==> src/swa_pkg.sv <==
`default_nettype none
package swa_pkg;

  // Field and register widths.
  localparam int DIM_W      = 10;
  localparam int CFG_DIM_W  = 11;
  localparam int RATE_W     = 16;
  localparam int Q_W        = 16;
  localparam int CFG_IDX_W  = 2;
  localparam int CFG_DATA_W = 16;

  // Image size limits and register reset values.
  localparam logic [CFG_DIM_W-1:0] MIN_DIM   = 11'd2;
  localparam logic [CFG_DIM_W-1:0] MAX_DIM   = 11'd1024;
  localparam logic [CFG_DIM_W-1:0] DIM_RESET = 11'd512;
  localparam logic [RATE_W-1:0]    RATE_RESET = 16'd0;

  // Register indexes of the configuration port.
  localparam logic [CFG_IDX_W-1:0] REG_WIDTH  = 2'd0;
  localparam logic [CFG_IDX_W-1:0] REG_HEIGHT = 2'd1;
  localparam logic [CFG_IDX_W-1:0] REG_RATE   = 2'd2;

  // 2^32 / (2*pi), rounded, and the quarter-wave sine polynomial.
  localparam logic [29:0] INV_TWO_PI = 30'd683565276;
  localparam logic [15:0] SIN_A = 16'd51472;
  localparam logic [14:0] SIN_B = 15'd21024;
  localparam logic [11:0] SIN_C = 12'd2320;

  // Divider and square root: stages and steps per stage.
  localparam int NORM_STG = 4;
  localparam int NORM_BPS = 4;
  localparam int SQRT_STG = 4;
  localparam int SQRT_BPS = 4;

  // Pipeline depth, and the stage whose coordinate feeds the rotation.
  localparam int LAT     = 20;
  localparam int ROT_SRC = 17;

  typedef struct packed {
    logic [DIM_W-1:0] x;
    logic [DIM_W-1:0] y;
  } coord_t;

endpackage
`default_nettype wire

==> src/swa_sqrt.sv <==
`default_nettype none
module swa_sqrt import swa_pkg::*; (
  input  wire logic          clk,
  input  wire logic          en,
  input  wire logic [31:0]   sq_a,
  input  wire logic [31:0]   sq_b,
  output logic [Q_W-1:0]     root
);

  logic [31:0] v_r   [0:SQRT_STG];
  logic [31:0] res_r [0:SQRT_STG];
  logic [31:0] v_nxt   [1:SQRT_STG];
  logic [31:0] res_nxt [1:SQRT_STG];
  logic [31:0] v_t;
  logic [31:0] res_t;
  logic [31:0] bit_t;

  // Digit-by-digit square root, a few result bits per stage.
  always_comb begin
    v_t   = '0;
    res_t = '0;
    bit_t = '0;
    for (int k = 1; k <= SQRT_STG; k++) begin
      v_t   = v_r[k-1];
      res_t = res_r[k-1];
      for (int b = 0; b < SQRT_BPS; b++) begin
        bit_t = 32'd1 << (30 - 2 * ((k - 1) * SQRT_BPS + b));
        if (v_t >= res_t + bit_t) begin
          v_t   = v_t - (res_t + bit_t);
          res_t = (res_t >> 1) + bit_t;
        end else begin
          res_t = res_t >> 1;
        end
      end
      v_nxt[k]   = v_t;
      res_nxt[k] = res_t;
    end
  end

  // The first stage adds the two squares.
  always_ff @(posedge clk) begin
    if (en) begin
      v_r[0]   <= sq_a + sq_b;
      res_r[0] <= '0;
      for (int k = 1; k <= SQRT_STG; k++) begin
        v_r[k]   <= v_nxt[k];
        res_r[k] <= res_nxt[k];
      end
    end
  end

  assign root = res_r[SQRT_STG][Q_W-1:0];

endmodule
`default_nettype wire

==> config.mk <==
export PLATFORM = sky130hd
export DESIGN_NAME = swa_sqrt
export DESIGN_NICKNAME = d
export VERILOG_FILES = /design/src/swa_pkg.sv /design/src/swa_sqrt.sv
export SDC_FILE = /design/constraint.sdc
export NUM_CORES = 1
export LEC_CHECK = 0
export BUFFER_PORTS_ARGS = -buffer_cell sky130_fd_sc_hd__buf_2
export CORE_ASPECT_RATIO = 0.6
export CORE_MARGIN = 1
export CORE_UTILIZATION = 58
export DETAILED_ROUTE_END_ITERATION = 7
export PLACE_DENSITY = 0.8
export SYNTH_ARGS = -nofsm -noshare
export SYNTH_HDL_FRONTEND = slang
export SYNTH_SLANG_ARGS = --single-unit
export TNS_END_PERCENT = 10
==> constraint.sdc <==
create_clock -name clk -period 15.45 [get_ports clk]
set_input_delay 0.7725 -clock clk [delete_from_list [all_inputs] [get_ports clk]]
set_output_delay 0.7725 -clock clk [all_outputs]
set_load 0.005 [all_outputs]
# Yosys cells after proc, flatten, opt, wreduce, memory -nomap -nowiden
# Memories as Yosys holds them, arrays and structs flattened.
# Cells that the tools add are included.
# word_totals
wordCells	101
ramBits	320
register_bits	0
mem_count	2
out_inout_bits	16
# op_classes
add_sub_neg	49
magnitude_cmp	16
muxes	34
# memory_table
memory	depth	width	rd	rd_ports_with_merged_regs	wr	line_no	source
res_r	5	32	5	0	5	swa_sqrt.sv:11	logic [31:0] res_r [0:SQRT_STG];
v_r	5	32	4	0	5	swa_sqrt.sv:10	logic [31:0] v_r [0:SQRT_STG];
# op_table
operator	count
$mux 32	32
$ge 32x32->1	16
$sub 32x32->32	16
$add 31x1->32 const B	1
$add 31x11->32 const B	1
$add 31x13->32 const B	1
$add 31x15->32 const B	1
$add 31x17->32 const B	1
$add 31x19->32 const B	1
$add 31x21->32 const B	1
$add 31x23->32 const B	1
$add 31x25->32 const B	1
$add 31x27->32 const B	1
$add 31x29->32 const B	1
$add 31x3->32 const B	1
$add 31x31->32 const B	1
$add 31x5->32 const B	1
$add 31x7->32 const B	1
$add 31x9->32 const B	1
$add 32x1->32 const B	1
$add 32x11->32 const B	1
$add 32x13->32 const B	1
$add 32x15->32 const B	1
$add 32x17->32 const B	1
13 further kinds	14

# Longest topological paths before layout
# An unclocked memory read counts as a cell.
# depth
word_depth	13
mapped_depth	54

# Worst setup path before layout
# OpenSTA, ideal clock, no wires.
# synth_timing
kind	register -> register
from	memory res_r[3][8], in the netlist res_r[0][104]
to	memory res_r[4][0], in the netlist res_r[0][128] (data pin)
n_path_buf	5
path_slack_ns	5.426
path_stages_with_launch	53
t_required_ns	15.185
arrival_time_ns	9.759
path_cell_list	edfxtp_1 > inv_1 > ha_1 > nor2b_1 > o31a_1 > o31a_1 > o21ai_1 > nand2_1 > inv_2 > clkbuf_1 > clkbuf_1 > o31ai_1 > ha_1 > a21o_1 > a21oi_1 > o21ai_0 > nand3_1 > a21boi_0 > [17 not listed] > clkbuf_1 > clkbuf_1 > nor2_1 > a21oi_1 > ha_1 > a21o_1 > a21o_1 > a21oi_1 > nor2b_1 > o21ai_0 > nand2b_1 > a21oi_1 > nor2b_1 > o21ai_0 > nand3_1 > a2111oi_0 > nand4_1 > or3_1
# synth_lines
element	line_no
from (decl)	swa_sqrt.sv:11

==> impl_metrics.py <==
metrics = {
    "critical_path": {
        "rr_endpoint": "res_r[0][128]",
        "critPathTopFamily": "compound AO/OA/AOI/OAI gates",
        "cpMostUsedCell": "a21oi_1",
        "r2r-start": "res_r[0][105]",
        "slowest_delay_ps": 700,
        "r2r_cells": 48,
        "crit_arrival_ps": 12430,
        "path_max_fanout": 25,
        "worstSetupStartpointType": "flip-flop",
        "worstPathRequired_ps": 15640,
        "rrSetupSlack_ps": 3220,
        "endpoint_kind": "flip-flop",
        "crit_path_top_delay_cell": "or4_1",
        "path_class": "reg -> reg",
        "crit_buf_inv": 3,
    },
    "layout": {
        "nNetsFinal": 2316,
        "drive_gt1_share_pct": 9.701,
        "regArea_mm2": 0.005045,
        "fillers": 2405,
        "areaGrowthSynthToFinish_pct": 8.095,
        "multi_input_area_mm2": 0.01167,
        "antenna_cells": 0,
    },
    "logic_synthesis": {
        "yosysWarningCount": 0,
        "ys_seq_elements": 168,
        "synth_top_area_cell": "edfxtp_1",
        "netlist_area_mm2": 0.01733,
        "avgSynthCellArea_um2": 8.699,
        "synth_top_area_share_pct": 29.11,
        "seq_area_frac_synth_pct": 29.11,
        "synth-main-ff-cell": "edfxtp_1",
        "synth_area_leaders": "edfxtp_1 29%, ha_1 14%, xnor2_1 6.7%",
        "synthCells": 1992,
        "synth_edf_count": 168,
        "synthArstFlopShare_pct": 0,
        "ys_types": 97,
        "synth_nets": 2249,
    },
    "clocking": {
        "cts_root_buf": "clkbuf_16",
        "cts_hold_buffers": 0,
        "clk_latency_ps": 450,
        "cts-htree-levels": 4,
        "clk_pin_slew_ps": 70,
        "cts_setup_buffers": 0,
        "cts_buffer_depth": 2,
        "cts_buffers": 17,
        "tritoncts": "built",
        "cts_sinks": 168,
        "cts-resized-gates": 0,
    },
    "timing": {
        "setup_viol": 0,
        "max_slew_margin_pct": 14.38,
        "worst_pin_slew_ps": 1278,
        "fin_crit_ps": 12230,
        "finalHoldViolCount": 0,
        "slew_violations": 0,
        "fmax_ghz": 0.08173,
        "rsz0062_at_grt": "false",
        "period_share_pct": 79.19,
        "clock_skew_ps": 13.28,
        "fin_tns_setup_ps": 0,
    },
    "global_route": {
        "first_global_vias": 14520,
        "track_usage_pct": 34.76,
        "grt_start_max_net_pins": 75,
        "grt_remaining_overflow": 0,
        "grt_antenna_before_repair": 0,
        "grt_pass1_wl_um": 81970,
    },
    "floorplan": {
        "die_w_um": 225.1,
        "io_pins": 82,
        "fp-row-count": 48,
        "coreArea_mm2": 0.02907,
        "die_area_mm2": 0.03059,
        "start_util_pct": 59.61,
        "die_h_um": 135.9,
    },
    "worst_hold_path": {
        "hp-start": "res_r[0][84]",
        "hold_depth": 0,
        "hold_class": "reg -> reg",
        "holdPathEnd": "res_r[0][112]",
    },
    "route": {
        "drtPass1Iterations": 6,
        "drt-total-wl_um": 52510,
        "vias": 16270,
        "postRouteAntennaNets": 0,
        "wl_per_cell_um": 21.24,
        "drtIter0Drc": 2286,
        "drc": 0,
        "via_per_inst": 6.582,
    },
    "status": {
        "status": "complete, no violations",
    },
    "run": {
        "cap_violations": 0,
    },
    "place": {
        "port-buffer-count": 81,
        "gp_congestion": 1.070,
        "dp_hpwl_um": 42290,
    },
}
## logic make-up after synthesis
family / after synthesis / share of synthesized area [%]
flops: 168 / 29.11
mux: 35 / 2.238
xor+xnor: 198 / 10.01
fa+ha+maj: 191 / 13.83
compound gates: 561 / 20.78
simple gates: 682 / 20.51
buf+inv: 157 / 3.517
## synth_stat cells, drive strengths merged (7+ instances only)
cell and instances:
and4 9, nor3b 8, or4 9, nor4 34
nand3 46, a21boi 9, mux2i 11, clkbuf 31
a21oi 197, and3 15, o21a 20, xor2 66
edfxtp 168, inv 114, o211ai 17, nand4 37
nor3 57, nor2 183, and2 13, a31oi 21
buf 12, o2111ai 9, nand2 133, nor2b 27
a211oi 23, or3 25, o21bai 14, o31ai 16
o21ai 107, a31o 8, xnor2 132, o31a 8
nand4b 7, o41ai 7, nand2b 31, or2 23
mux2 24, ha 190, a21o 36
## metrics by stage
step	utilization [%]	area, um2	cells	hold slack, ps	worst slack, ps
after global placement	62.38	18130	2440	427.8	3668
after floorplan	-	17330	1992	426.4	5426
after global routing	64.44	18730	2472	453.3	2667
final	64.44	18730	2472	448.7	3215
after detailed placement	62.38	18130	2440	435.3	3680
after CTS	64.44	18730	2472	452.7	3645
## state kept, by name, indices dropped and copies added, names as in the netlist
| signal | count |
|---|---|
| v_r | 128 |
| res_r | 40 |
## how the worst max path moves through the flow
stage / start / endpoint / depth (start not counted)
floorplan: res_r[0][104] / res_r[0][128] / 52
global placement: res_r[0][104] / res_r[0][128] / 48
detailed placement: res_r[0][104] / res_r[0][128] / 48
CTS: res_r[0][104] / res_r[0][128] / 48
global route: res_r[0][104] / res_r[0][128] / 48
finish: res_r[0][105] / res_r[0][128] / 48
## per-layer routing
metal | share of wire (%) | GRT usage [%] | up-vias | routed length (um)
met5 | 0 | 0 | - | 0
met4 | 1.1 | 5.933 | 0 | 584
met3 | 14 | 10.81 | 39 | 7550
met2 | 37 | 45.15 | 1008 | 19330
met1 | 48 | 55.14 | 7616 | 25040
li1 | - | - | 7607 | -
## layout by cell type (no fill, tap or decap), types with 8 or more instances in the layout
| cell | instances |
|---|---|
| buf_2 | 80 |
| or4_1 | 8 |
| mux2_2 | 20 |
| o21a_1 | 19 |
| nor2b_1 | 27 |
| o21ai_0 | 101 |
| nor2_1 | 183 |
| o31ai_1 | 16 |
| o21bai_1 | 14 |
| o211ai_1 | 17 |
| a31oi_1 | 21 |
| nand3_1 | 45 |
| nand4_1 | 36 |
| nand2b_1 | 31 |
| mux2i_1 | 11 |
| xnor2_1 | 132 |
| clkbuf_16 | 17 |
| buf_4 | 10 |
| nand2_1 | 132 |
| ha_1 | 190 |
| edfxtp_1 | 168 |
| or3_1 | 25 |
| and3_1 | 15 |
| inv_1 | 107 |
| nor3_1 | 54 |
| or2_2 | 19 |
| o31a_1 | 8 |
| a21boi_0 | 9 |
| and2_1 | 13 |
| a211oi_1 | 23 |
| and4_1 | 9 |
| a21oi_1 | 197 |
| nor4_1 | 30 |
| a21o_1 | 36 |
| xor2_1 | 66 |
| o2111ai_1 | 9 |
| nor3b_1 | 8 |
## final cells by class
type | instances | share of cell area, %
multi-input combinational | 1667 | 62.32
tap | 400 | 2.672
inverter | 114 | 2.285
sequential | 168 | 26.93
clock buffer | 17 | 2.271
clock inverter | 15 | 0.9152
timing repair buffer | 91 | 2.599
Power is not shown: default switching activity piles up to over one toggle a cycle in this logic, so the estimate is an artifact.
