**src/swa_pkg.sv**
```systemverilog
`default_nettype none
package swa_pkg;

  // Field and register widths.
  localparam int DIM_W      = 10;
  localparam int CFG_DIM_W  = 11;
  localparam int RATE_W     = 16;
  localparam int Q_W        = 16;
  localparam int CFG_IDX_W  = 2;
  localparam int CFG_DATA_W = 16;

  // Image size limits and register reset values.
  localparam logic [CFG_DIM_W-1:0] MIN_DIM   = 11'd2;
  localparam logic [CFG_DIM_W-1:0] MAX_DIM   = 11'd1024;
  localparam logic [CFG_DIM_W-1:0] DIM_RESET = 11'd512;
  localparam logic [RATE_W-1:0]    RATE_RESET = 16'd0;

  // Register indexes of the configuration port.
  localparam logic [CFG_IDX_W-1:0] REG_WIDTH  = 2'd0;
  localparam logic [CFG_IDX_W-1:0] REG_HEIGHT = 2'd1;
  localparam logic [CFG_IDX_W-1:0] REG_RATE   = 2'd2;

  // 2^32 / (2*pi), rounded, and the quarter-wave sine polynomial.
  localparam logic [29:0] INV_TWO_PI = 30'd683565276;
  localparam logic [15:0] SIN_A = 16'd51472;
  localparam logic [14:0] SIN_B = 15'd21024;
  localparam logic [11:0] SIN_C = 12'd2320;

  // Divider and square root: stages and steps per stage.
  localparam int NORM_STG = 4;
  localparam int NORM_BPS = 4;
  localparam int SQRT_STG = 4;
  localparam int SQRT_BPS = 4;

  // Pipeline depth, and the stage whose coordinate feeds the rotation.
  localparam int LAT     = 20;
  localparam int ROT_SRC = 17;

  typedef struct packed {
    logic [DIM_W-1:0] x;
    logic [DIM_W-1:0] y;
  } coord_t;

endpackage
`default_nettype wire

```
**src/swa_sin.sv**
```systemverilog
`default_nettype none
module swa_sin import swa_pkg::*; (
  input  wire logic              clk,
  input  wire logic              en,
  input  wire logic [15:0]       phase,
  output logic signed [Q_W-1:0]  sine
);

  logic [15:0] z1_r, z2a_r, z2b_r;
  logic [15:0] zz1_r, zz2_r;
  logic        neg1_r, neg2_r, neg3_r;
  logic [14:0] t1_r;
  logic [15:0] t2_r;
  logic signed [Q_W-1:0] sine_r;

  logic [14:0] u_fold;
  logic [15:0] z_nxt;
  logic [31:0] zz_prod;
  logic [27:0] c_prod;
  logic [30:0] b_prod;
  logic [31:0] a_prod;
  logic [14:0] mag;

  // Fold the phase into the first quarter wave.
  always_comb begin
    u_fold  = phase[14] ? 15'(15'd16384 - {1'b0, phase[13:0]}) : {1'b0, phase[13:0]};
    z_nxt   = {u_fold, 1'b0};
    zz_prod = z_nxt * z_nxt;
    c_prod  = {16'b0, SIN_C} * {12'b0, zz1_r};
    b_prod  = {16'b0, t1_r} * {15'b0, zz2_r};
    a_prod  = t2_r * z2b_r;
    mag     = (a_prod[31:15] > 17'd32767) ? 15'h7FFF : a_prod[29:15];
  end

  // Polynomial in z squared, one multiply per stage.
  always_ff @(posedge clk) begin
    if (en) begin
      z1_r   <= z_nxt;
      zz1_r  <= zz_prod[30:15];
      neg1_r <= phase[15];

      t1_r   <= SIN_B - {2'b0, c_prod[27:15]};
      zz2_r  <= zz1_r;
      z2a_r  <= z1_r;
      neg2_r <= neg1_r;

      t2_r   <= SIN_A - b_prod[30:15];
      z2b_r  <= z2a_r;
      neg3_r <= neg2_r;

      sine_r <= neg3_r ? -$signed({1'b0, mag}) : $signed({1'b0, mag});
    end
  end

  assign sine = sine_r;

endmodule
`default_nettype wire

```
**config.mk**
```make
export PLATFORM = sky130hd
export DESIGN_NAME = swa_sin
export DESIGN_NICKNAME = d
export VERILOG_FILES = /design/src/swa_pkg.sv /design/src/swa_sin.sv
export SDC_FILE = /design/constraint.sdc
export NUM_CORES = 2
export LEC_CHECK = 0
export BUFFER_PORTS_ARGS = -buffer_cell sky130_fd_sc_hd__buf_4
export CAP_MARGIN = 10
export CORE_MARGIN = 8
export CORE_UTILIZATION = 53
export CTS_CLUSTER_DIAMETER = 120
export CTS_CLUSTER_SIZE = 14
export DETAILED_ROUTE_END_ITERATION = 8
export GPL_ROUTABILITY_DRIVEN = 0
export PLACE_DENSITY = 0.78
export SYNTH_ARGS = -nofsm -noshare
export SYNTH_HDL_FRONTEND = slang
export SYNTH_SLANG_ARGS = --single-unit
```
**constraint.sdc**
```tcl
create_clock -name clk -period 12.1 [get_ports clk]
set_input_delay 1.815 -clock clk [delete_from_list [all_inputs] [get_ports clk]]
set_output_delay 1.815 -clock clk [all_outputs]
set_load 0.005 [all_outputs]
```
Yosys cells after proc, flatten, opt, wreduce, memory -nomap -nowiden

Index checks and enable logic that the tools add are counted.

Register bits: 127
Input bits: 18
Output and inout port bits: 16
Logic and storage cells: 24

$add $sub $neg: 4
$mul: 4
Magnitude comparators: 1
Muxes and demuxes: 3

Operators with widths:

| operator               | number |
|---|---|
| $mux 15                | 3 |
| $mul 15x16->31         | 1 |
| $mul 16x15->31         | 1 |
| $mul 15x15->29         | 1 |
| $mul 8x16->24 const A  | 1 |
| $gt 17x15->1 const B   | 1 |
| $neg 15->16            | 1 |
| $sub 16x16->16 const A | 1 |
| $sub 15x13->15 const A | 1 |
| $sub 15x14->15 const A | 1 |

Depth between registers and ports, before layout

Depth after elaboration: 5
Depth in mapped cells: 33
Depth with buffers taken out: 31

Worst setup path before layout

No wires, ideal clock.

Path type: input port to flip-flop
Start point: in phase[0]
End point: reg zz1_r[9] (data pin)
Setup time: 258 ps
Arrival: 8722 ps
Slack: 3121 ps
Cell stages on the path: 26
Cells stage by stage: clkbuf_1 -> or3_1 -> or3b_2 -> o31a_1 -> xnor2_1 -> inv_1 -> clkbuf_1 -> nand2_1 -> inv_1 -> fa_1 -> inv_1 -> fa_1 -> inv_1 -> fa_1 -> fa_1 -> fa_1 -> fa_1 -> ha_1 -> or3_1 -> nor3_1 -> o21ai_0 -> and2_1 -> a31o_2 -> a21o_1 -> a21oi_1 -> xnor2_1

Cells in the longest elaborated chain, start to end: 3

Ends and longest elaborated chain:

| item                 | line          | source |
|---|---|---|
| from (decl)          | swa_sin.sv:5  | `input wire logic [15:0] phase,` |
| $sub 15x14->15       | swa_sin.sv:26 | `u_fold = phase[14] ? 15'(15'd16384 - {1'b0, phase[13:0]}) : {1'b0, phase[13:0]};` |
| $mux 15              | swa_sin.sv:26 |  |
| via u_fold[9]        | swa_sin.sv:16 | `logic [14:0] u_fold;` |
| $mul 15x15->29       | swa_sin.sv:28 | `zz_prod = z_nxt * z_nxt;` |
| via zz_prod[24]      | swa_sin.sv:18 | `logic [31:0] zz_prod;` |
| to (signal assigned) | swa_sin.sv:39 | `zz1_r <= zz_prod[30:15];` |
| to (decl)            | swa_sin.sv:10 | `logic [15:0] zz1_r, zz2_r;` |

The timed path passes the listed nets, and every way through them passes these cells.
A chain may end at the register's enable or synchronous reset.

Worst setup path in the final report

Start point: in phase[2]
End point: reg zz1_r[9] (data pin)

Cells in the longest elaborated chain, start to end: 3

Ends and longest elaborated chain:

| item               | line |
|---|---|
| $sub 15x14->15     | swa_sin.sv:26 |
| $mux 15 (*)        | swa_sin.sv:26 |
| $mul 15x15->29 (*) | swa_sin.sv:28 |
| via zz_prod[24]    | swa_sin.sv:18 |

The timed path passes the listed nets; every way through them passes the cells marked *.

==> results.sh <==
export IMPL_maxCapViolCount=0
export IMPL_post_route_min_period_ns=9.42
export IMPL_ctsResizeCount=0
export IMPL_path_clk_slew_ns=0.07
export IMPL_cpPeakStageDelay_ns=0.66
export IMPL_final_cell_mix="623 x inv_1, 503 x fa_1, 326 x nand2_1, 323 x ha_1, 247 x and2_1"
export IMPL_ys_warn_count=0
export IMPL_fin_nets=3664
export IMPL_post_synth_top_area_cell="fa_1"
export IMPL_ys_seq_area_frac=0.139
export IMPL_clock_sinks=127
export IMPL_ys_ff_latch=127
export IMPL_die_x_um=243
export IMPL_ys_flop_type="edfxtp_1"
export IMPL_die_y_um=243
export IMPL_ant_nets=0
export IMPL_ff2ff_path_depth=28
export IMPL_cts_setup_buffers=0
export IMPL_cts_hold_buf=0
export IMPL_io_buffers=33
export IMPL_multi_input_area_um2=20900
export IMPL_skew_ns=0.0111
export IMPL_setup_viol=0
export IMPL_clkLatencyLatePin_ns=0.44
export IMPL_path_delay_family="adder cells"
export IMPL_hp_class="reg -> reg"
export IMPL_grt_usage=0.204
export IMPL_synth_area_um2=27400
export IMPL_worst_path_buf_inv=5
export IMPL_synth_top_area_frac=0.367
export IMPL_rows=83
export IMPL_cts_tree="built"
export IMPL_worstSetupPathType="in -> reg"
export IMPL_dieArea_um2=59300
export IMPL_h_tree_depth=4
export IMPL_vias=19326
export IMPL_initialDrtViolationCount=1182
export IMPL_area_growth_pct=5.23
export IMPL_ff2ff_setup_slack_ns=3.92
export IMPL_start_util=0.536
export IMPL_cts_buffer_depth=2
export IMPL_io_pins=34
export IMPL_synthArstFlopShare=0
export IMPL_worstSetupStartpointType="input pin"
export IMPL_fin_crit_sh=0.778
export IMPL_seq_area_um2=3810
export IMPL_hold_end="z2b_r[2]"
export IMPL_drc=0
export IMPL_crit_path_frequent_cell="fa_1"
export IMPL_synthTopCellsByArea="fa_1 37%, ha_1 15%, edfxtp_1 14%"
export IMPL_synth_avg_cell_area_um2=9.65
export IMPL_maxSlewViolCount=0
export IMPL_cp_required_ns=12.30
export IMPL_max_freq_mhz=106
export IMPL_cp_max_fo=12
export IMPL_synth_edf_count=127
export IMPL_core_um2=51200
export IMPL_rsz0062_at_grt="no"
export IMPL_synth_cells=2841
export IMPL_grt_ovfl_total=0
export IMPL_fill_cells=4246
export IMPL_dp_hpwl_um=47400
export IMPL_r2r_start="t2_r[14]"
export IMPL_hold_violations=0
export IMPL_critical_path_arrival_ns=9.61
export IMPL_fin_tns_setup_ns=0
export IMPL_cpMaxStageDelayCell="xnor2_1"
export IMPL_cts_made_buffers=17
export IMPL_grt_max_degree=60
export IMPL_routedWlPerCell_um=16.7
export IMPL_worstMarginPinSlew_ns=1.04
export IMPL_drive_gt1_frac=0.0388
export IMPL_clockRootBuffer="clkbuf_16"
export IMPL_diodes=0
export IMPL_grt_pass1_wl_um=101000
export IMPL_min_path_cells=0
export IMPL_status="finished, final reports clean"
export IMPL_wl_um=58700
export IMPL_antenna_found_initial=0
export IMPL_drt_first_pass_iters=5
export IMPL_synth_distinct_cells=95
export IMPL_layout_commonest_cell="inv_1"
export IMPL_grt_pass1_vias=21365
export IMPL_crit_path_end_kind="flop"
export IMPL_min_delay_start="z2a_r[2]"
export IMPL_reg2reg_to="sine[12]"
export IMPL_viasPerCell=5.50
export IMPL_relSlewSlack=0.302
worst max-delay path by stage:
stage | start | endpoint | cells past startpoint
2_1_floorplan | phase[0] | zz1_r[9] | 26
3_3_place_gp | phase[2] | zz1_r[9] | 25
3_5_place_dp | phase[2] | zz1_r[9] | 26
4_1_cts | phase[2] | zz1_r[9] | 26
5_1_grt | phase[2] | zz1_r[9] | 26
6_report | phase[2] | zz1_r[9] | 25
area by class of cell:
class | count | share of cell area
clock inverter | 15 | 0.00607
sequential | 127 | 0.132
timing repair buffer | 38 | 0.00989
inverter | 628 | 0.0817
tap | 680 | 0.0295
clock buffer | 17 | 0.0147
multi-input combinational | 2008 | 0.726
cell usage after synthesis, types with 4 or more instances:
library cell and number:
a211oi_1 13, a21o_1 27, a21oi_1 62, a22oi_1 7, a2bb2oi_1 6, a31o_2 4
a31oi_1 6, and2_1 247, and3_1 7, and4_1 4, clkbuf_1 80, clkinv_1 5
edfxtp_1 127, fa_1 503, ha_1 323, inv_1 623, mux2i_1 7, nand2_1 326
nand2b_1 21, nand3_1 22, nand4_1 12, nor2_1 98, nor2b_1 14, nor3_1 25
o211ai_1 6, o21a_1 9, o21ai_0 42, o21ai_1 5, o22ai_1 4, o31ai_1 8
or3_1 13, xnor2_1 54, xor2_1 36
registers in the layout (all words and copies together) (netlist names):
signal  count
sine       16
t2_r       16
zz1_r      16
zz2_r      16
t1_r       15
z1_r       15
z2a_r      15
z2b_r      15
neg1_r      1
neg2_r      1
neg3_r      1
through the flow:
stage               cell area (um2)  hold WS, ns   util  worst slack (ns)  std cells
floorplan                     27400        0.400      -              3.12       2849
global placement              28200        0.401  0.552              2.55       3481
detailed placement            28200        0.405  0.552              2.32       3481
CTS                           28900        0.403  0.564              2.77       3513
global route                  28900        0.428  0.564              2.27       3513
finish                        28900        0.405  0.564              2.68       3513
cell families (layout without fill, tap and decap cells):
| logic type | after synthesis | after routing | share of synthesized area |
|---|---|---|---|
| other | 2 | 10 | 0.000274 |
| adder cells (fa/ha/maj) | 826 | 826 | 0.515 |
| AND/OR/NAND/NOR | 819 | 819 | 0.149 |
| buffers and inverters | 714 | 698 | 0.0982 |
| flip-flops | 127 | 127 | 0.139 |
| multiplexers | 11 | 11 | 0.00488 |
| XOR/XNOR | 91 | 91 | 0.0293 |
| AO/OA/AOI/OAI | 251 | 251 | 0.0646 |
routing by layer:
| layer | global-route usage | part of all wire | vias up |
|---|---|---|---|
| li1 | - | - | 8772 |
| met1 | 0.249 | 0.40 | 9737 |
| met2 | 0.364 | 0.51 | 667 |
| met3 | 0.0323 | 0.061 | 150 |
| met4 | 0.0665 | 0.029 | 0 |
| met5 | 0 | 0 | - |
worst register-to-register path: cells and delay by family, from the launching register on:
family                   cells  cell delay [ns]
AO/OA/AOI/OAI                6             1.03
AND/OR/NAND/NOR              9             2.11
buffers and inverters        4             0.22
flip-flops                   1             0.64
adder cells (fa/ha/maj)      8             3.63
multiplexers                 1             0.26
Power is not shown: default switching activity piles up to over one toggle a cycle in this logic, so the estimate is an artifact.
