$ cat src/swa_pkg.sv
`default_nettype none
package swa_pkg;

  // Field and register widths.
  localparam int DIM_W      = 10;
  localparam int CFG_DIM_W  = 11;
  localparam int RATE_W     = 16;
  localparam int Q_W        = 16;
  localparam int CFG_IDX_W  = 2;
  localparam int CFG_DATA_W = 16;

  // Image size limits and register reset values.
  localparam logic [CFG_DIM_W-1:0] MIN_DIM   = 11'd2;
  localparam logic [CFG_DIM_W-1:0] MAX_DIM   = 11'd1024;
  localparam logic [CFG_DIM_W-1:0] DIM_RESET = 11'd512;
  localparam logic [RATE_W-1:0]    RATE_RESET = 16'd0;

  // Register indexes of the configuration port.
  localparam logic [CFG_IDX_W-1:0] REG_WIDTH  = 2'd0;
  localparam logic [CFG_IDX_W-1:0] REG_HEIGHT = 2'd1;
  localparam logic [CFG_IDX_W-1:0] REG_RATE   = 2'd2;

  // 2^32 / (2*pi), rounded, and the quarter-wave sine polynomial.
  localparam logic [29:0] INV_TWO_PI = 30'd683565276;
  localparam logic [15:0] SIN_A = 16'd51472;
  localparam logic [14:0] SIN_B = 15'd21024;
  localparam logic [11:0] SIN_C = 12'd2320;

  // Divider and square root: stages and steps per stage.
  localparam int NORM_STG = 4;
  localparam int NORM_BPS = 4;
  localparam int SQRT_STG = 4;
  localparam int SQRT_BPS = 4;

  // Pipeline depth, and the stage whose coordinate feeds the rotation.
  localparam int LAT     = 20;
  localparam int ROT_SRC = 17;

  typedef struct packed {
    logic [DIM_W-1:0] x;
    logic [DIM_W-1:0] y;
  } coord_t;

endpackage
`default_nettype wire

$ cat src/swa_norm.sv
`default_nettype none
module swa_norm import swa_pkg::*; (
  input  wire logic                    clk,
  input  wire logic                    en,
  input  wire logic [DIM_W-1:0]        pos,
  input  wire logic [DIM_W-1:0]        dim_m1,
  output logic signed [Q_W-1:0]        norm
);

  logic [DIM_W-1:0] rem_r [0:NORM_STG];
  logic [Q_W-1:0]   quo_r [0:NORM_STG];
  logic             ovf_r [0:NORM_STG];
  logic [DIM_W-1:0] rem_nxt [1:NORM_STG];
  logic [Q_W-1:0]   quo_nxt [1:NORM_STG];
  logic [DIM_W-1:0] rem_t;
  logic [Q_W-1:0]   quo_t;
  logic [DIM_W:0]   sh;

  // Restoring division of pos * 2^16 by dim_m1, a few quotient bits per stage.
  always_comb begin
    rem_t = '0;
    quo_t = '0;
    sh    = '0;
    for (int k = 1; k <= NORM_STG; k++) begin
      rem_t = rem_r[k-1];
      quo_t = quo_r[k-1];
      for (int b = 0; b < NORM_BPS; b++) begin
        sh = {rem_t, 1'b0};
        if (sh >= {1'b0, dim_m1}) begin
          rem_t = DIM_W'(sh - {1'b0, dim_m1});
          quo_t = {quo_t[Q_W-2:0], 1'b1};
        end else begin
          rem_t = sh[DIM_W-1:0];
          quo_t = {quo_t[Q_W-2:0], 1'b0};
        end
      end
      rem_nxt[k] = rem_t;
      quo_nxt[k] = quo_t;
    end
  end

  // The quotient reaches 2^16 exactly when pos is at least dim_m1.
  always_ff @(posedge clk) begin
    if (en) begin
      ovf_r[0] <= (pos >= dim_m1);
      rem_r[0] <= (pos >= dim_m1) ? '0 : pos;
      quo_r[0] <= '0;
      for (int k = 1; k <= NORM_STG; k++) begin
        ovf_r[k] <= ovf_r[k-1];
        rem_r[k] <= rem_nxt[k];
        quo_r[k] <= quo_nxt[k];
      end
    end
  end

  // Subtracting one half flips the top bit; overflow saturates.
  assign norm = ovf_r[NORM_STG] ? 16'sh7FFF
                                : $signed({~quo_r[NORM_STG][Q_W-1], quo_r[NORM_STG][Q_W-2:0]});

endmodule
`default_nettype wire

$ cat config.mk
export PLATFORM = sky130hd
export DESIGN_NAME = swa_norm
export DESIGN_NICKNAME = d
export VERILOG_FILES = /design/src/swa_pkg.sv /design/src/swa_norm.sv
export SDC_FILE = /design/constraint.sdc
export NUM_CORES = 1
export LEC_CHECK = 0
export BUFFER_PORTS_ARGS = -buffer_cell sky130_fd_sc_hd__buf_2
export CORE_ASPECT_RATIO = 1.75
export CORE_UTILIZATION = 45
export DETAILED_ROUTE_END_ITERATION = 12
export SYNTH_ARGS = -nofsm -noshare
export SYNTH_HDL_FRONTEND = slang
export SYNTH_SLANG_ARGS = --single-unit
$ cat constraint.sdc
create_clock -name clk -period 8.9 [get_ports clk]
set_input_delay 0.89 -clock clk [delete_from_list [all_inputs] [get_ports clk]]
set_output_delay 0.89 -clock clk [all_outputs]
set_load 0.02 [all_outputs]
Word level (Yosys, flattened, before mapping)
Memory sizes are Yosys's and may differ from the RTL's.
Cells that the tools add are included.

word-level totals
  bits of input ports = 22
  memories kept = 3
  RAM bits = 135
  register bits after elaboration = 0
  word-level logic and storage cells = 73

memories
  name   words  bits a word  rd ports  clocked after memory_dff  wr ports  RTL line        source
  quo_r  5      16           5         0                         5         swa_norm.sv:11  logic [Q_W-1:0] quo_r [0:NORM_STG];
  rem_r  5      10           4         0                         5         swa_norm.sv:10  logic [DIM_W-1:0] rem_r [0:NORM_STG];
  ovf_r  5      1            5         0                         5         swa_norm.sv:12  logic ovf_r [0:NORM_STG];

cells by class
  add/sub/neg operators = 16
  multiplexer cells = 36
  bitwise logic cells = 1
  $lt $le $gt $ge = 17

operators by type and width
  kind              count
  $ge A11 B10 Y1    16
  $mux W10          17
  $sub A10 B10 Y10  16
  $mux W1           18
  $mux W16          1
  $ge A10 B10 Y1    1
  $not A1 Y1        1

Depth between registers and ports, before layout
Gate-level depths: netlist (run 1).
An unclocked memory read counts as a cell.

  depth in word-level cells = 9
  mapped depth = 45
  gate-level depth less buffers = 38

Worst setup path after synthesis (run 1)
No wires, ideal clock.

  path type = input-to-reg
  start point = input port dim_m1[0]
  end point = memory rem_r[2][2] (netlist: rem_r[0][22]), data pin
  stages on the path = 37
  slack = -760 ps
  arrival time = 9,399 ps
  buffers on the path = 5
  setup time = 261 ps
  path through = buf_2 -> buf_1 -> inv_1 -> clkbuf_1 -> clkbuf_1 -> ha_1 -> nand4_1 -> nand3_1 -> o21ai_4 -> inv_2 -> mux2_2 -> ha_1 -> a21o_1 -> a21oi_1 -> nand2_1 -> a311oi_1 -> o21ai_0 -> nor2_1 -> buf_2 -> mux2_2 -> ha_1 -> nand4_1 -> nor3_1 -> a211o_1 -> a41o_1 -> a211oi_1 -> or3b_4 -> nand2_1 -> mux2_2 -> ha_1 -> or3_1 -> o311ai_0 -> o21ai_0 -> nor2_1 -> nand3_2 -> a21boi_4 -> a221o_1

RTL lines
  item         RTL line        source
  from (decl)  swa_norm.sv:6   input wire logic [DIM_W-1:0] dim_m1,
  to (decl)    swa_norm.sv:10

==> results by group, run 1 <==
Outcome
  • Outcome: finished clean

Setup path
  • FF-to-FF setup slack: 0.66 ns
  • CP max stage cell: or3b_4
  • CP arrival: 8.64 ns
  • Critical Path Sink: rem_r[0][29]
  • Critical Path Sink Type: register
  • Beginning of the critical path: dim_m1[1]
  • Setup CP Type: in2reg
  • Crit path launch type: primary input
  • CP most frequent cell: buf_4
  • Worst reg2reg endpoint: rem_r[0][19]
  • Worst Path Required: 9.01 ns
  • Reg-to-Reg Start: rem_r[0][4]
  • Worst-path maximum fanout: 10
  • Crit-path max cell delay: 0.41 ns
  • Worst r2r path cells: 34

STA
  • # setup viols final: 0
  • Final hold violation count: 0
  • Max Freq: 0.117 GHz
  • Post-layout min period: 8.53 ns
  • RSZ-0062 raised after global routing: no
  • Worst Skew: 0.0107 ns
  • Rel. slew slack: 37.5%
  • Pins Over Slew Limit: 0
  • Setup WS post-layout: 0.374 ns
  • Slew @ Worst Pin: 0.933 ns
  • Fin crit share: 95.8%
  • Fin Setup TNS: 0 ns

Clock tree
  • CTS Buf Count: 9
  • Htree depth: 3
  • Clock Latency Late Sink: 0.38 ns
  • Clk pin slew, worst setup/hold paths: 0.07 ns
  • Hold buffer count at CTS: 0
  • CTS sink cnt: 85
  • Maximum root-to-sink buffer count: 2
  • CTS Root Cell: clkbuf_16
  • CTS tree: built

Global routing
  • Vias in the first global route: 11.2k
  • First-pass GRT wire length: 57,400 um
  • Antenna violations before repair: 0
  • Overflow after GRT: 0
  • Total track usage: 29.9%
  • Pin count of the biggest net entering global routing: 51

Layout
  • FILL cells: 2,298
  • N_diodes: 0
  • P&R area growth vs syn: 24.9%
  • Final nets: 1,719
  • Core Util, Final: 57.1%
  • Fraction of layout cells with a size suffix above 1: 27.0%

Routing
  • Initial drt markers: 554
  • Pre-antenna DRT Iters: 5
  • DRC: 0
  • DR vias: 11.0k
  • DRT antenna net count: 0
  • DRT Wirelength: 37,200 um
  • DR WL/cell: 20.1 um
  • Number of vias per cell: 5.92

Yosys
  • Post-synthesis register bit count: 85
  • Count leader, synth: ha_1
  • Mapped Area: 0.0112 mm^2
  • Count of unique library cells instantiated by Yosys: 84
  • Main area contributors after synthesis: edfxtp_1, ha_1, xnor2_1
  • Register area share after synthesis: 22.8%
  • Number of synthesized flops with an enable pin: 85
  • Syn_nets: 1,455
  • Avg Cell Area, Syn: 8.82 um^2
  • Async S/R FF share, synth: 0%
  • Commonest cells post-synth: ha_1, nor2_1, a21oi_1, edfxtp_1, o21ai_0
  • Synth Instances: 1,271
  • Top_reg_cell synth: edfxtp_1
  • Leading area contributor after synthesis: edfxtp_1
  • Top cell type's share of synthesized area: 22.8%
  • Yosys Warn Count: 0

Die
  • Die Area: 0.0256 mm^2
  • Die H: 211 um
  • Core region area: 0.0245 mm^2
  • Initial Util: 45.7%
  • Die W: 121 um
  • Num ports: 38
  • Row count: 76

Place
  • Dpl ws: -0.368 ns
  • DPL Wire Length: 30,200 um
  • RD Place Congestion: 1.00
  • I/O Buffers: 37

Worst hold path
  • Tightest Hold Check Type: reg2reg

Flow run
  • Max-cap violations: 0
==> what timing repair did <==
item,CTS,global route
resized for setup,0,31
setup endpoints to repair,0,31
buffers inserted,0,7
==> cell usage in the layout, fill, tap and decap left out, types with 19 or more instances in the layout <==
cell type and n:
nand2b_1 25, mux2_2 47, buf_4 239, buf_2 36, edfxtp_1 85, xor2_1 26
nand3_1 19, o21a_1 39, xnor2_1 72, nand2_1 65, a221o_1 25, or2_2 19
a21oi_1 84, a21o_1 50, nor2_1 104, nor3_1 39, nor2b_1 32, and2_1 27
inv_1 41, o21ai_0 74, ha_1 151
==> metal layers <==
layer	global-route usage, %	share of wire, %	vias up
met3	4.24	2.8	148
met5	0	0	-
met4	24.2	8.3	0
li1	-	-	5351
met2	57.6	54	267
met1	26.9	35	5201
==> stage by stage <==
| stage | hold WS, ns | instances | instance area (um^2) |
|---|---|---|---|
| 2_1_floorplan | 0.400 | 1271 | 11300 |
| 3_3_place_gp | 0.401 | 1829 | 13500 |
| 3_5_place_dp | 0.405 | 1829 | 13500 |
| 4_1_cts | 0.415 | 1845 | 13800 |
| 5_1_grt | 0.427 | 1852 | 14000 |
| 6_report | 0.413 | 1852 | 14000 |
==> cell type report <==
class                   count  area [um^2]  area share (%)
well taps                 312          390            2.79
multi-input cells        1114         8560            61.1
clock buffers               9          225            1.61
flip-flops and latches     85         2550            18.2
clock inverters             7         80.1           0.572
repair buffers            277         2010            14.3
inverters                  48          188            1.34
==> state kept, by name (all words and copies together), names as in the netlist <==
signal and cells:
rem_r 40, quo_r 40, ovf_r 5
==> cell families after synthesis <==
group	after synthesis	synth area share, %
compound gates	394	24.5
xor+xnor	98	7.66
simple gates	403	18.6
flops	85	22.8
fa+ha+maj	162	18.4
buf+inv	72	2.50
mux	57	5.66
==> how the worst min path moves through the flow <==
stage,startpoint,end,depth (start not counted)
finish,quo_r[0][52],quo_r[0][72],0
global route,ovf_r[0][0],ovf_r[0][1],0
floorplan,ovf_r[0][0],ovf_r[0][1],0
detailed placement,quo_r[0][19],quo_r[0][39],0
global placement,quo_r[0][33],quo_r[0][53],0
CTS,quo_r[0][52],quo_r[0][72],0
==> critical path: cells and delay by family <==
family                     cells  cell delay (ns)
muxes                          2             0.58
AOI/OAI and AO/OA             14             3.21
and+or+nand+nor                9             1.43
adders and majority gates      4             1.30
buffers and inverters          9             1.22
Power of run 1 is not shown: default switching activity piles up to over one toggle a cycle in this logic, so the estimate is an artifact.
==> run 2: changes to the inputs <==
- RECOVER_POWER: not set -> 25
- REMOVE_ABC_BUFFERS: not set -> 1
==> results by group, run 2 (synthesis gave the netlist of run 1 again) <==
Routing
  • Pre-antenna DRT Iters: 7 (+2)
  • DRT Wirelength: 35,700 um (-4.0%)
  • Number of vias per cell: 5.93 (about the same)
  • DR WL/cell: 19.5 um (-3.1%)
  • DR vias: 10.9k (-0.91%)
  • Initial drt markers: 445 (-20%)
  • DRT antenna net count: 0 (unchanged)
  • DRC: 0 (unchanged)

Worst hold path
  • Worst hold start: quo_r[0][52]
  • Tightest Hold Check Type: reg2reg
  • Hold Crit Depth: 0 (unchanged)
  • Hold EP: quo_r[0][72]

Clock tree
  • Hold buffer count at CTS: 0 (unchanged)
  • Clk pin slew, worst setup/hold paths: 0.08 ns (about the same)
  • CTS sink cnt: 85 (unchanged)
  • CTS tree: built
  • Maximum root-to-sink buffer count: 2 (unchanged)
  • Htree depth: 3 (unchanged)
  • Clock Latency Late Sink: 0.39 ns (about the same)
  • CTS Root Cell: clkbuf_16
  • CTS Buf Count: 9 (unchanged)

STA
  • Max Freq: 0.117 GHz (-0.44%)
  • Rel. slew slack: -51.6% (-89 points)
  • Final hold violation count: 0 (unchanged)
  • Post-layout min period: 8.56 ns (+0.0380 ns)
  • Final Hold Slack: 0.410 ns (-0.00318 ns)
  • Fin crit share: 96.2% (+0.43 points)
  • Slew @ Worst Pin: 2.27 ns (+1.34 ns)
  • Pins Over Slew Limit: 41 (+41)
  • # setup viols final: 0 (unchanged)
  • Worst Skew: 0.0124 ns (+0.00166 ns)

Place
  • Area post-placement: 0.0133 mm^2 (-1.3%)
  • Post-Place Cells: 1,813 (-0.87%)
  • RD Place Congestion: 0.943 (-5.7%)
  • DPL Wire Length: 29,100 um (-3.4%)
  • I/O Buffers: 37 (unchanged)

Setup path
  • Crit-path max cell delay: 0.51 ns (+0.10 ns)
  • Worst r2r path cells: 37 (+8.8%)
  • Worst reg2reg endpoint: rem_r[0][23]
  • CP arrival: 8.70 ns (+0.06 ns)
  • Reg-to-Reg Start: rem_r[0][10]
  • CP max stage cell: or4_1
  • FF-to-FF setup slack: 0.73 ns (+0.07 ns)
  • Critical Path Sink Type: register
  • Worst-path maximum fanout: 11 (+1)
  • Crit path launch type: primary input
  • Setup CP Type: in2reg
  • CP most frequent cell: ha_1
  • Worst Path Required: 9.03 ns (+0.02 ns)

Outcome
  • Failing checks: capacitance limit, slew limit
  • Outcome: finished with violations

Flow run
  • Max-cap violations: 1 (+1)

Layout
  • N_diodes: 0 (unchanged)
  • P&R area growth vs syn: 22.7%
  • Cell area after layout: 0.0138 mm^2 (-1.8%)
  • Most common cell after layout, fill and taps aside: buf_4
  • Registers with the most flip-flops: quo_r: 40 flops, rem_r: 40 flops, ovf_r: 5 flops
  • Layout Cells excl Fill: 1,834 (-0.97%)
  • Fraction of layout cells with a size suffix above 1: 25.4% (-1.6 points)
  • Final nets: 1,701 (-1.0%)
  • Most frequent cells in the layout: buf_4, ha_1, nor2_1
  • Core Util, Final: 56.1% (-1.0 points)

Global routing
  • Pin count of the biggest net entering global routing: 47 (-7.8%)
  • Overflow after GRT: 0 (unchanged)
  • Total track usage: 29.0% (-0.89 points)
  • First-pass GRT wire length: 56,400 um (-1.7%)
  • Antenna violations before repair: 0 (unchanged)
  • Vias in the first global route: 11.3k (+0.89%)

Die
  • Initial Util: 45.7% (unchanged)
  • Num ports: 38 (unchanged)
  • Die Area: 0.0256 mm^2 (unchanged)
  • Die H: 211 um (unchanged)
  • Row count: 76 (unchanged)
  • Die W: 121 um (unchanged)
  • Core region area: 0.0245 mm^2 (unchanged)
-- run 2: cell types whose count changed in the layout (fill, tap and decap cells not counted), sizes merged --
cell    before  now
clkbuf       9   10
buf        277  258
bufinv       1    0
inv         49   50
-- run 2: per-layer routing --
layer	GRT usage [%]	vias up	wire, um
met3	4.75	132	1100
met4	21.1	0	2540
met1	27.4	5158	12900
met2	55.0	251	19200
li1	-	5326	-
met5	0	-	0
-- run 2: through the flow --
| step | setup TNS [ns] | worst slack, ns |
|---|---|---|
| 2_1_floorplan | -9.21 | -0.497 |
| 3_3_place_gp | -4.08 | -0.457 |
| 3_5_place_dp | -5.58 | -0.508 |
| 4_1_cts | 0 | 0.0529 |
| 5_1_grt | -0.296 | -0.0522 |
| 6_report | 0 | 0.336 |
-- run 2: what timing repair did --
item / CTS / global route
pin swaps: 0 / 4
setup endpoints to repair: 7 / 31
hold endpoints to repair: 0 / 0
cloned: 0 / 0
gates resized for setup: 3 / 23
setup buffers: 0 / 5
-- run 2: worst max-delay path by stage --
stage / start / endpoint / cells past startpoint
after CTS: dim_m1[6] / rem_r[0][35] / 37
after floorplan: dim_m1[6] / rem_r[0][39] / 34
after global placement: dim_m1[6] / rem_r[0][37] / 35
after detailed placement: dim_m1[6] / rem_r[0][35] / 35
after global routing: dim_m1[8] / rem_r[0][23] / 40
final: dim_m1[6] / rem_r[0][37] / 35
-- run 2: cell type report --
cell class	instances	area (um^2)
repair buffers	259	1850
fillers	2331	10800
well taps	312	390
clock inverters	7	86.3
clock buffers	9	225
multi-input cells	1114	8460
inverters	48	188
flip-flops and latches	85	2550
-- run 2: critical path, delay by kind of cell --
family / cells / cell delay [ns]
muxes: 2 / 0.71
and+or+nand+nor: 10 / 2.10
AOI/OAI and AO/OA: 15 / 3.25
buffers and inverters: 4 / 0.65
adders and majority gates: 4 / 1.08
Power of run 2 is left out for the same reason.
